**src/hdl/trfhe_pkg.sv**
```systemverilog
// Shared types, byte codes and the connect negotiation table for the telnet receive filter.
package trfhe_pkg;

   localparam logic [7:0] B_IAC      = 8'd255;
   localparam logic [7:0] B_DONT     = 8'd254;
   localparam logic [7:0] B_DO       = 8'd253;
   localparam logic [7:0] B_WONT     = 8'd252;
   localparam logic [7:0] B_WILL     = 8'd251;
   localparam logic [7:0] B_SB       = 8'd250;
   localparam logic [7:0] B_SE       = 8'd240;
   localparam logic [7:0] OPT_ECHO   = 8'd1;
   localparam logic [7:0] OPT_SGA    = 8'd3;
   localparam logic [7:0] OPT_LINEMODE = 8'd34;
   localparam logic [7:0] B_CTRLC    = 8'h03;
   localparam logic [7:0] B_ESC      = 8'h1B;
   localparam logic [7:0] B_PLUS     = 8'h2B;
   localparam logic [7:0] B_PRINT_LO = 8'd32;
   localparam logic [7:0] B_PRINT_HI = 8'd126;

   localparam int QUEUE_DEPTH = 4;
   localparam int QPTR_W      = $clog2(QUEUE_DEPTH);
   localparam int QCNT_W      = $clog2(QUEUE_DEPTH + 1);

   localparam int NEG_LEN = 12;
   localparam int IDX_W   = $clog2(NEG_LEN);

   typedef enum logic [1:0] {
      REQ_BYTE    = 2'd0,
      REQ_CONNECT = 2'd1,
      REQ_HOST    = 2'd2,
      REQ_UNUSED  = 2'd3
   } req_code_type;

   typedef enum logic [2:0] {
      KIND_HOST  = 3'd0,
      KIND_REPLY = 3'd1,
      KIND_CMD   = 3'd2,
      KIND_CTRLC = 3'd3,
      KIND_PLUS  = 3'd4
   } kind_type;

   typedef enum logic [2:0] {
      PH_DATA    = 3'd0,
      PH_IAC     = 3'd1,
      PH_OPTION  = 3'd2,
      PH_SUB     = 3'd3,
      PH_SUB_IAC = 3'd4
   } phase_type;

   typedef enum logic [1:0] {
      JOB_SINGLE = 2'd0,
      JOB_REPLY  = 2'd1,
      JOB_FLUSH  = 2'd2,
      JOB_NEGOT  = 2'd3
   } job_op_type;

   typedef struct packed {
      logic [1:0] req_type;
      logic [7:0] rx_byte;
   } req_item_type;

   typedef struct packed {
      logic [2:0] out_kind;
      logic [7:0] out_byte;
      logic       last;
   } rsp_item_type;

   // One unit of work handed from the classifier to the emitter.
   typedef struct packed {
      job_op_type op;
      kind_type   kind;
      logic [7:0] data;
      logic [7:0] verb;
      logic [1:0] plus_cnt;
      logic       has_data;
   } job_type;

   typedef struct packed {
      logic full;
      logic empty;
   } queue_status_type;

   // IAC WILL SGA, IAC DO SGA, IAC WILL ECHO, IAC DONT LINEMODE
   function automatic logic [7:0] neg_byte(input logic [IDX_W-1:0] idx);
      logic [7:0] b;
      unique case (idx)
         4'd0, 4'd3, 4'd6, 4'd9: b = B_IAC;
         4'd1, 4'd7:             b = B_WILL;
         4'd4:                   b = B_DO;
         4'd10:                  b = B_DONT;
         4'd2, 4'd5:             b = OPT_SGA;
         4'd8:                   b = OPT_ECHO;
         4'd11:                  b = OPT_LINEMODE;
         default:                b = 8'd0;
      endcase
      return b;
   endfunction

endpackage

```
**src/hdl/trfhe_front.sv**
```systemverilog
// Front end: telnet phase tracking, host escape detection and job classification.
module trfhe_front import trfhe_pkg::*; (
   input  logic         clock,
   input  logic         reset,
   input  logic         accept,
   input  req_item_type req_item,
   input  logic         csr_wr_en,
   input  logic         csr_wr_data,
   output logic         job_valid,
   output job_type      job
);

   phase_type  phase_ff, phase_in;
   logic [7:0] pending_ff, pending_in;
   logic       host_ff, host_in;
   logic       primed_ff, primed_in;
   logic [1:0] esc_ff, esc_in;
   logic       auto_ff;

   logic [7:0] b;
   logic       is_data;
   logic       printable;

   assign b         = req_item.rx_byte;
   assign printable = (b == B_ESC) || (b >= B_PRINT_LO && b <= B_PRINT_HI);

   always_comb begin
      phase_in   = phase_ff;
      pending_in = pending_ff;
      host_in    = host_ff;
      primed_in  = primed_ff;
      esc_in     = esc_ff;
      job_valid  = 1'b0;
      job        = '0;
      is_data    = 1'b0;

      case (req_item.req_type)
         REQ_BYTE: begin
            unique case (phase_ff)
               PH_DATA: begin
                  if (b == B_IAC) phase_in = PH_IAC;
                  else is_data = 1'b1;
               end
               PH_IAC: begin
                  if (b == B_DO || b == B_DONT || b == B_WILL || b == B_WONT) begin
                     pending_in = b;
                     phase_in   = PH_OPTION;
                  end else if (b == B_SB) begin
                     phase_in = PH_SUB;
                  end else begin
                     phase_in = PH_DATA;
                  end
               end
               PH_OPTION: begin
                  job.op   = JOB_REPLY;
                  job.kind = KIND_REPLY;
                  job.data = b;
                  if (pending_ff == B_DO) begin
                     job_valid = 1'b1;
                     job.verb  = (b == OPT_SGA || b == OPT_ECHO) ? B_WILL : B_WONT;
                  end else if (pending_ff == B_WILL) begin
                     job_valid = 1'b1;
                     job.verb  = (b == OPT_SGA) ? B_DO : B_DONT;
                  end
                  phase_in = PH_DATA;
               end
               PH_SUB: begin
                  if (b == B_IAC) phase_in = PH_SUB_IAC;
               end
               PH_SUB_IAC: begin
                  phase_in = (b == B_SE) ? PH_DATA : PH_SUB;
               end
               default: begin
                  phase_in = PH_DATA;
                  is_data  = 1'b1;
               end
            endcase

            if (is_data) begin
               if (!host_ff) begin
                  job_valid = 1'b1;
                  job.op    = JOB_SINGLE;
                  job.kind  = KIND_CMD;
                  job.data  = b;
               end else if (b == B_CTRLC) begin
                  host_in   = 1'b0;
                  primed_in = 1'b0;
                  esc_in    = 2'd0;
                  job_valid = 1'b1;
                  job.op    = JOB_SINGLE;
                  job.kind  = KIND_CTRLC;
               end else if (b == B_PLUS) begin
                  if (esc_ff == 2'd2) begin
                     host_in   = 1'b0;
                     primed_in = 1'b0;
                     esc_in    = 2'd0;
                     job_valid = 1'b1;
                     job.op    = JOB_SINGLE;
                     job.kind  = KIND_PLUS;
                  end else begin
                     esc_in = esc_ff + 2'd1;
                  end
               end else begin
                  // broken '+' run is flushed first, then the byte if the path is primed or the byte is printable
                  esc_in = 2'd0;
                  if (printable) primed_in = 1'b1;
                  job.op       = (esc_ff != 2'd0) ? JOB_FLUSH : JOB_SINGLE;
                  job.kind     = KIND_HOST;
                  job.data     = b;
                  job.plus_cnt = esc_ff;
                  job.has_data = primed_ff || printable;
                  job_valid    = (esc_ff != 2'd0) || primed_ff || printable;
               end
            end
         end
         REQ_CONNECT: begin
            phase_in   = PH_DATA;
            pending_in = 8'd0;
            primed_in  = 1'b0;
            esc_in     = 2'd0;
            host_in    = auto_ff;
            if (!auto_ff) begin
               job_valid = 1'b1;
               job.op    = JOB_NEGOT;
               job.kind  = KIND_REPLY;
            end
         end
         REQ_HOST: begin
            host_in   = 1'b1;
            primed_in = 1'b0;
         end
         default: ;
      endcase
   end

   always_ff @(posedge clock) begin
      if (reset) begin
         phase_ff   <= PH_DATA;
         pending_ff <= 8'd0;
         host_ff    <= 1'b0;
         primed_ff  <= 1'b0;
         esc_ff     <= 2'd0;
         auto_ff    <= 1'b0;
      end else begin
         if (csr_wr_en) auto_ff <= csr_wr_data;
         if (accept) begin
            phase_ff   <= phase_in;
            pending_ff <= pending_in;
            host_ff    <= host_in;
            primed_ff  <= primed_in;
            esc_ff     <= esc_in;
         end
      end
   end

endmodule

```
**src/hdl/trfhe_job_queue.sv**
```systemverilog
// Small job queue between the classifier and the emitter.
module trfhe_job_queue import trfhe_pkg::*; (
   input  logic             clock,
   input  logic             reset,
   input  logic             wr_en,
   input  job_type          wr_job,
   input  logic             rd_en,
   output job_type          rd_job,
   output queue_status_type status
);

   job_type            mem_ff [QUEUE_DEPTH];
   logic [QPTR_W-1:0]  wptr_ff, rptr_ff;
   logic [QCNT_W-1:0]  count_ff;

   assign status.full  = (count_ff == QCNT_W'(QUEUE_DEPTH));
   assign status.empty = (count_ff == '0);
   assign rd_job       = mem_ff[rptr_ff];

   always_ff @(posedge clock) begin
      if (wr_en) mem_ff[wptr_ff] <= wr_job;
   end

   always_ff @(posedge clock) begin
      if (reset) begin
         wptr_ff  <= '0;
         rptr_ff  <= '0;
         count_ff <= '0;
      end else begin
         if (wr_en) wptr_ff <= wptr_ff + QPTR_W'(1);
         if (rd_en) rptr_ff <= rptr_ff + QPTR_W'(1);
         if (wr_en && !rd_en) count_ff <= count_ff + QCNT_W'(1);
         else if (rd_en && !wr_en) count_ff <= count_ff - QCNT_W'(1);
      end
   end

endmodule

```
**src/hdl/trfhe_back.sv**
```systemverilog
// Back end: expands one job into its result bytes into the response register.
module trfhe_back import trfhe_pkg::*; (
   input  logic         clock,
   input  logic         reset,
   input  logic         job_avail,
   input  job_type      job,
   output logic         job_done,
   input  logic         pop,
   output logic         empty,
   output rsp_item_type rsp_item
);

   logic              rsp_valid_ff;
   rsp_item_type      rsp_ff, rsp_in;
   logic [IDX_W-1:0]  idx_ff;
   logic [IDX_W-1:0]  len;
   logic              advance;

   assign advance  = job_avail && (!rsp_valid_ff || pop);
   assign job_done = advance && rsp_in.last;
   assign empty    = !rsp_valid_ff;
   assign rsp_item = rsp_ff;

   always_comb begin
      rsp_in          = '0;
      rsp_in.out_kind = job.kind;
      len             = IDX_W'(1);
      unique case (job.op)
         JOB_SINGLE: begin
            len             = IDX_W'(1);
            rsp_in.out_byte = job.data;
         end
         JOB_REPLY: begin
            len = IDX_W'(3);
            if (idx_ff == IDX_W'(0))      rsp_in.out_byte = B_IAC;
            else if (idx_ff == IDX_W'(1)) rsp_in.out_byte = job.verb;
            else                          rsp_in.out_byte = job.data;
         end
         JOB_FLUSH: begin
            len = IDX_W'(job.plus_cnt) + IDX_W'(job.has_data);
            rsp_in.out_byte = (idx_ff < IDX_W'(job.plus_cnt)) ? B_PLUS : job.data;
         end
         JOB_NEGOT: begin
            len             = IDX_W'(NEG_LEN);
            rsp_in.out_byte = neg_byte(idx_ff);
         end
         default: ;
      endcase
      rsp_in.last = (idx_ff == len - IDX_W'(1));
   end

   always_ff @(posedge clock) begin
      if (advance) rsp_ff <= rsp_in;
   end

   always_ff @(posedge clock) begin
      if (reset) begin
         rsp_valid_ff <= 1'b0;
         idx_ff       <= '0;
      end else begin
         if (advance) begin
            rsp_valid_ff <= 1'b1;
            idx_ff       <= rsp_in.last ? '0 : idx_ff + IDX_W'(1);
         end else if (pop) begin
            rsp_valid_ff <= 1'b0;
         end
      end
   end

endmodule

```
**src/hdl/telnet_rx_filter_host_escape.sv**
```systemverilog
// Top level of the telnet receive filter with host escape detection.
//
//   channel   ports                          handshake
//   request   req_item, push, full           accepted when push && !full
//   response  rsp_item, empty, pop           accepted when pop && !empty
//   csr       csr_wr_en, csr_wr_data         written when csr_wr_en
//
// One request is taken per cycle unless full; its job goes via the job queue into the
// response register. While pop keeps up, a job gives one response per cycle: 1 for most
// bytes, 3 for an option reply, up to 3 for a '+' flush, 12 for the connect negotiation.
// The four-entry job queue absorbs reply bursts; full rises only when it fills.
// Synchronous active-high reset clears all telnet and host state and host_auto_start.
module telnet_rx_filter_host_escape import trfhe_pkg::*; (
   input  logic         clock,
   input  logic         reset,
   input  logic         push,
   output logic         full,
   input  req_item_type req_item,
   output logic         empty,
   input  logic         pop,
   output rsp_item_type rsp_item,
   input  logic         csr_wr_en,
   input  logic         csr_wr_data
);

   logic             accept;
   logic             job_valid;
   job_type          new_job;
   job_type          head_job;
   logic             job_done;
   queue_status_type q_status;

   assign full   = q_status.full;
   assign accept = push && !q_status.full;

   trfhe_front u_front (
      .clock       (clock),
      .reset       (reset),
      .accept      (accept),
      .req_item    (req_item),
      .csr_wr_en   (csr_wr_en),
      .csr_wr_data (csr_wr_data),
      .job_valid   (job_valid),
      .job         (new_job)
   );

   trfhe_job_queue u_queue (
      .clock  (clock),
      .reset  (reset),
      .wr_en  (accept && job_valid),
      .wr_job (new_job),
      .rd_en  (job_done),
      .rd_job (head_job),
      .status (q_status)
   );

   trfhe_back u_back (
      .clock     (clock),
      .reset     (reset),
      .job_avail (!q_status.empty),
      .job       (head_job),
      .job_done  (job_done),
      .pop       (pop),
      .empty     (empty),
      .rsp_item  (rsp_item)
   );

   a_reset_clears: assert property (@(posedge clock) reset |=> empty && !full)
      else $error("request or response side not idle after reset");

   a_exit_single: assert property (@(posedge clock) disable iff (reset)
      (!empty && (rsp_item.out_kind == KIND_CTRLC || rsp_item.out_kind == KIND_PLUS))
      |-> (rsp_item.out_byte == 8'd0 && rsp_item.last))
      else $error("host exit request not a lone zero byte");

   a_kind_range: assert property (@(posedge clock) disable iff (reset)
      !empty |-> (rsp_item.out_kind <= KIND_PLUS))
      else $error("response kind out of range");

   a_job_drain: assert property (@(posedge clock) disable iff (reset)
      job_done |-> !q_status.empty)
      else $error("job retired from an empty queue");

endmodule

```
**config.mk**
```make
export PLATFORM = sky130hd
export DESIGN_NAME = telnet_rx_filter_host_escape
export DESIGN_NICKNAME = d
export VERILOG_FILES = /design/src/hdl/trfhe_pkg.sv /design/src/hdl/trfhe_front.sv /design/src/hdl/trfhe_job_queue.sv /design/src/hdl/trfhe_back.sv /design/src/hdl/telnet_rx_filter_host_escape.sv
export SDC_FILE = /design/constraint.sdc
export NUM_CORES = 1
export LEC_CHECK = 0
export CAP_MARGIN = 20
export CORE_MARGIN = 5
export CORE_UTILIZATION = 35
export DETAILED_ROUTE_END_ITERATION = 7
export DONT_BUFFER_PORTS = 1
export GPL_ROUTABILITY_DRIVEN = 1
export MAX_ROUTING_LAYER = met4
export RECOVER_POWER = 25
export SYNTH_ARGS = -nofsm -noshare
export SYNTH_HDL_FRONTEND = slang
export SYNTH_SLANG_ARGS = --single-unit
```
**constraint.sdc**
```tcl
create_clock -name clock -period 13 [get_ports clock]
set_input_delay 2.6 -clock clock [delete_from_list [all_inputs] [get_ports clock]]
set_output_delay 2.6 -clock clock [all_outputs]
set_load 0.02 [all_outputs]
```
## Word level (Yosys, flattened, before mapping)

Memory sizes are Yosys's and may differ from the RTL's. A register that Yosys moved wholly into a read port is not among the register bits.
Index checks and enable logic that the tools add are counted.
W data, S select, Z words.

- Flip-flop bits (word level): 40
- Memory bits (writable): 96
- Memory bits (read-only): 128
- Input bits: 16
- Logic and storage cells: 178
- Memories kept: 2

Memories:

| name | depth | width | read ports | clocked after memory_dff | write ports | line | text |
|---|---|---|---|---|---|---|---|
| (name not given) | 16 | 8 | 1 | 1 | 0 | trfhe_pkg.sv:86 | `unique case (idx)` |
| u_queue.mem_ff | 4 | 24 | 1 | 1 | 1 | trfhe_job_queue.sv:12 | `job_type mem_ff [QUEUE_DEPTH];` |

- $add $sub $neg: 8
- Order comparisons: 3
- Equal/unequal tests: 34
- Multiplexer cells: 78
- Reductions and logical operators: 39

Operators by type and width:

| cell | count |
|---|---|
| $eq A8 B8 Y1 const B | 9 |
| $mux W8 | 9 |
| $pmux W8 S4 | 1 |
| $mux W3 | 10 |
| $mux W1 | 26 |
| $mux W13 | 2 |
| $mux W2 | 11 |
| $mux W20 | 1 |
| $mux W19 | 1 |
| $mux W4 | 4 |
| $pmux W4 S4 | 1 |
| $pmux W8 S2 | 1 |
| $mux W5 | 3 |
| $pmux W3 S4 | 1 |
| $reduce_and A4 Y1 | 3 |
| $pmux W5 S2 | 1 |
| $reduce_bool A2 Y1 | 5 |
| $logic_or A1 B1 Y1 | 9 |
| $eq A2 B2 Y1 const B | 4 |
| $eq A8 B1 Y1 const B | 1 |
| $eq A8 B2 Y1 const B | 1 |
| $eq A8 B5 Y1 const B | 1 |
| $eq A8 B6 Y1 const B | 1 |
| $ge A8 B6 Y1 const B | 1 |
| other kinds (33) | 55 |

## Longest topological paths before layout

- Depth after elaboration: 15
- Depth in mapped cells: 19
- Gate-level depth less buffers: 17

## Modules after synthesis

A second synthesis with hierarchy kept.

- Cell total of the unflattened synthesis: 519
- Area, all modules: 6,846.6 um^2

Modules (own cells, without submodules):

| module | instances | cells each | area an instance (um^2) |
|---|---|---|---|
| trfhe_job_queue | 1 | 170 | 3,932.5 |
| trfhe_front | 1 | 197 | 1,508.9 |
| trfhe_back | 1 | 149 | 1,386.3 |
| telnet_rx_filter_host_escape | 1 | 3 | 18.8 |

## Least setup slack after synthesis

OpenSTA, ideal clock, no wires.

- Kind: input to register
- From: input port req_item[8] in the netlist's numbering
- To: register u_queue.count_ff[2]
- Library setup time: 0.070 ns
- Data arrival time: 5.309 ns
- Required time: 12.930 ns
- Slack: 7.620 ns
- Cell stages on the path: 12
- Cells stage by stage: inv_1 -> ha_1 -> nand3_1 -> nor4b_1 -> a211oi_1 -> a311oi_2 -> ha_1 -> inv_1 -> fa_1 -> xor2_1 -> or3_1 -> a21oi_1

- Cells in the longest elaborated chain, start to end: 6
- Elaborated cells on any way between the ends: 9
- Those cells by class: eq/ne (1); mux (2); reduce/logical (6)

RTL lines:

| element | line | text |
|---|---|---|
| from (decl) | telnet_rx_filter_host_escape.sv:18 | `input req_item_type req_item,` |
| $eq A2 B1 Y1 / $logic_not A2 Y1 (equally long branches) | trfhe_front.sv:37 | `case (req_item.req_type)` |
| $pmux W1 S2 * | trfhe_front.sv:37 |  |
| $logic_and A1 B1 Y1 * | telnet_rx_filter_host_escape.sv:50 | `.wr_en (accept && job_valid),` |
| net u_queue.wr_en | trfhe_job_queue.sv:5 | `input logic wr_en,` |
| $logic_not A1 Y1 | trfhe_job_queue.sv:33 | `else if (rd_en && !wr_en) count_ff <= count_ff - QCNT_W'(1);` |
| $logic_and A1 B1 Y1 | trfhe_job_queue.sv:33 |  |
| $reduce_bool A2 Y1 (no line) | -- |  |
| to (signal assigned) | trfhe_job_queue.sv:32 | `if (wr_en && !rd_en) count_ff <= count_ff + QCNT_W'(1);` |
| to (signal assigned) | trfhe_job_queue.sv:33 |  |
| to (decl) | trfhe_job_queue.sv:14 | `logic [QCNT_W-1:0] count_ff;` |

The timed path passes the listed nets; every way through them passes the cells marked *.
A chain may end at the register's enable or synchronous reset.

## Final worst setup path

Ends and elaborated chain as after synthesis.

==> flow_summary.toml <==
[synthesis]
synth_edf_count = 92
synth_seq_cells = 127
synth_area_leaders = "edfxtp_1 46%, dfxtp_1 12%, mux4_2 7.5%, ha_1 4.3%, a21oi_1 2.6%"
synth_async_sr_flop_share = 0
yosysTopAreaCell = "edfxtp_1"
yosysTopAreaCellShare = 0.457
synth_ff_type = "edfxtp_1"
synth.most_common_cell = "edfxtp_1"
yosys-top-cells-count = "92 x edfxtp_1, 35 x dfxtp_1, 31 x a21oi_1, 31 x nand2_1, 28 x nor2_1"
yosysSeqAreaShare = 0.573
synth.distinct_cells = 67
netlist_area_um2 = 6050
avgSynthCellArea_um2 = 12.6
yosysWarnings = 0
synth_nets = 519
synthCells = 481

[die]
die_h_um = 141
fp.dieW_um = 141
initial_core_util = 0.353
ios = 30
dieArea_um2 = 20000
coreArea_um2 = 17100
num_rows = 48

[critical_path]
path_cells = "inv_1, ha_1, nand3_1, nor4b_1, a211oi_1, a311oi_2, ha_1, inv_1, fa_1, xor2_1, or3_1, a21oi_1"
path_max_fanout = 14
critical_path.endpoint_type = "flip-flop"
cp.buffers_inverters = 2
ff2ff_setup_slack_ns = 7.37
rr_worst_depth = 17
critPathKind = "input port to flip-flop"
crit_path_max_incr_delay_ns = 0.80
worstPathRequired_ns = 13.34
cp.arrival_ns = 6.11
path_delay_family = "simple AND/OR/NAND/NOR gates"
cp-start-kind = "input port"
cpMaxStageDelayCell = "nor4b_1"

[placement]
place_area_um2 = 6260
placedCellCount = 690
io_buffers = 0
hpwlAfterDp_um = 8640
routabilityCongestion = 0.907

[timing]
slew_headroom = -0.128
finalCritPeriodShare = 0.444
rsz0062_at_grt = "no"
setup_viol = 0
final-hold-violation-count = 0
tns_ns = 0
fmax_mhz = 173
slew_viol_final = 21
min_period_ns = 5.77
tightest_slew_ns = 1.69
finClkSkew_ns = 0.00934
hold_ws_ns = 0.441

[cts]
h-tree-depth = 4
ctsHoldBuffers = 0
cts_resized = 0
ctsRootBufferMaster = "clkbuf_16"
post_cts_buffers = 0
clk_latency_ns = 0.41
cts_buffers = 17
cts_tree = "done"
clockBufferDepth = 2
clk_pin_slew_ns = 0.06
clock_sinks = 127

[detailed_routing]
ant_nets = 0
dr.pass1.iters = 5
wl_per_cell_um = 17.3
wl_um = 12400
drt_iter0_drc = 182
via_per_inst = 5.27
drc = 0
vias = 3787

[finish]
finish.instance_area_um2 = 6790
post-route-util = 0.397
final_cells = 719
antenna_cells = 0
nets = 522
drive_gt1_frac = 0.109
area_growth_pct = 12.4
final.fill_count = 1588

[job]
max_cap_violations = 1

[grt]
grt_overflow_total = 0
grt-busiest-layer = "met2"
track_usage = 0.133
grt_util_met1 = 0.163
antenna_found_initial = 0
grt_pass1_vias = 3832
grt_max_degree = 35
met2_usage = 0.215
grt_pass1_wl_um = 20100
grt_use_met3 = 0.0388

[hold_path]
hp-start = "u_front.pending_ff[0]"
hp-class = "flip-flop to flip-flop"
min_to = "u_front.pending_ff[0]"
hold_depth = 2

[pwr]
p_leak_nw = 2.31
powerDensity_nw_per_um2 = 188
irDropWorstVdd_uv = 95.5

[run_status]
status = "finished with violations"
violations = "capacitance limit, slew limit"
-- final cells by class --
cell class | instances | area, um2 | share of cell area
clock buffers | 20 | 437 | 0.0643
clock inverters | 9 | 96.3 | 0.0142
inverters | 25 | 93.8 | 0.0138
multi-input cells | 311 | 2410 | 0.355
flip-flops and latches | 127 | 3460 | 0.510
well taps | 225 | 282 | 0.0414
repair buffers | 2 | 11.3 | 0.00166
-- through the flow --
stage / power [mW] / setup WS (ns)
finish: 1.28 / 7.23
CTS: 1.29 / 7.19
global route: 1.35 / 6.75
global placement: 0.851 / 7.10
floorplan: 0.785 / 7.62
detailed placement: 0.862 / 6.81
-- per-layer routing --
layer | up-vias | share of wire
li1 | 1815 | -
met1 | 1836 | 0.43
met2 | 120 | 0.49
met3 | 16 | 0.062
met4 | 0 | 0.015
met5 | - | 0
-- worst max-delay path by stage --
stage / end / depth (start not counted) / slack, ns / startpoint
2_1_floorplan: u_queue.count_ff[2] / 12 / 7.62 / req_item[8]
3_5_place_dp: u_queue.count_ff[2] / 12 / 6.81 / req_item[8]
5_1_grt: flip-flop / 17 / 6.75 / flip-flop
3_3_place_gp: u_queue.count_ff[2] / 12 / 7.10 / req_item[8]
4_1_cts: u_queue.count_ff[2] / 12 / 7.19 / req_item[8]
6_report: u_queue.count_ff[2] / 12 / 7.23 / req_item[8]
-- state kept, by name (all words and copies together) (netlist names), 2 cells and up, named ones only --
| name | cells |
|---|---|
| u_queue.mem_ff | 80 |
| u_queue.wptr_ff | 2 |
| u_front.phase_ff | 3 |
| u_back.idx_ff | 4 |
| u_queue.rptr_ff | 2 |
| u_front.esc_ff | 2 |
| u_queue.count_ff | 3 |
| u_front.pending_ff | 8 |
| u_back.rsp_item | 12 |
-- worst reg2reg max path: cells and delay by family (launching register included) --
kind            cells  cell delay [ns]
compound gates      4             0.80
fa+ha+maj           4             1.00
flops               1             0.30
mux                 2             0.82
xor+xnor            1             0.32
simple gates        5             1.10
buf+inv             1             1.21
-- cell families (layout without fill, tap and decap cells) --
kind of cell | Yosys count | after routing | synth area share
buffers and inverters | 43 | 56 | 0.0284
muxes | 27 | 27 | 0.0867
and+or+nand+nor | 162 | 162 | 0.153
AOI/OAI and AO/OA | 90 | 90 | 0.0981
adders and majority gates | 22 | 22 | 0.0468
xor gates and xnor gates | 10 | 10 | 0.0145
DFF | 127 | 127 | 0.573
-- layout by cell type, fill, tap and decap left out, types with 6 or more instances in the layout --
master / netlist / routed
nor2b_1: 13 / 13
dfxtp_1: 35 / 35
nor4_1: 7 / 7
clkbuf_16: 0 / 17
a21oi_1: 31 / 31
inv_1: 24 / 25
nand2b_1: 11 / 11
a21o_1: 7 / 7
nand3_1: 9 / 9
nor3_1: 7 / 7
xor2_1: 6 / 6
ha_1: 21 / 21
o21ai_0: 6 / 12
nor2_1: 28 / 28
edfxtp_1: 92 / 92
nand2_1: 31 / 31
mux4_2: 20 / 20
and2_1: 13 / 12
-- report_power, final --
group | switching [mW] | internal [mW]
Clock | 0.157 | 0.275
Combinational | 0.180 | 0.116
Sequential | 0.0501 | 0.499
Total | 0.388 | 0.890
No activity file was read; power rests on OpenSTA's default activity.
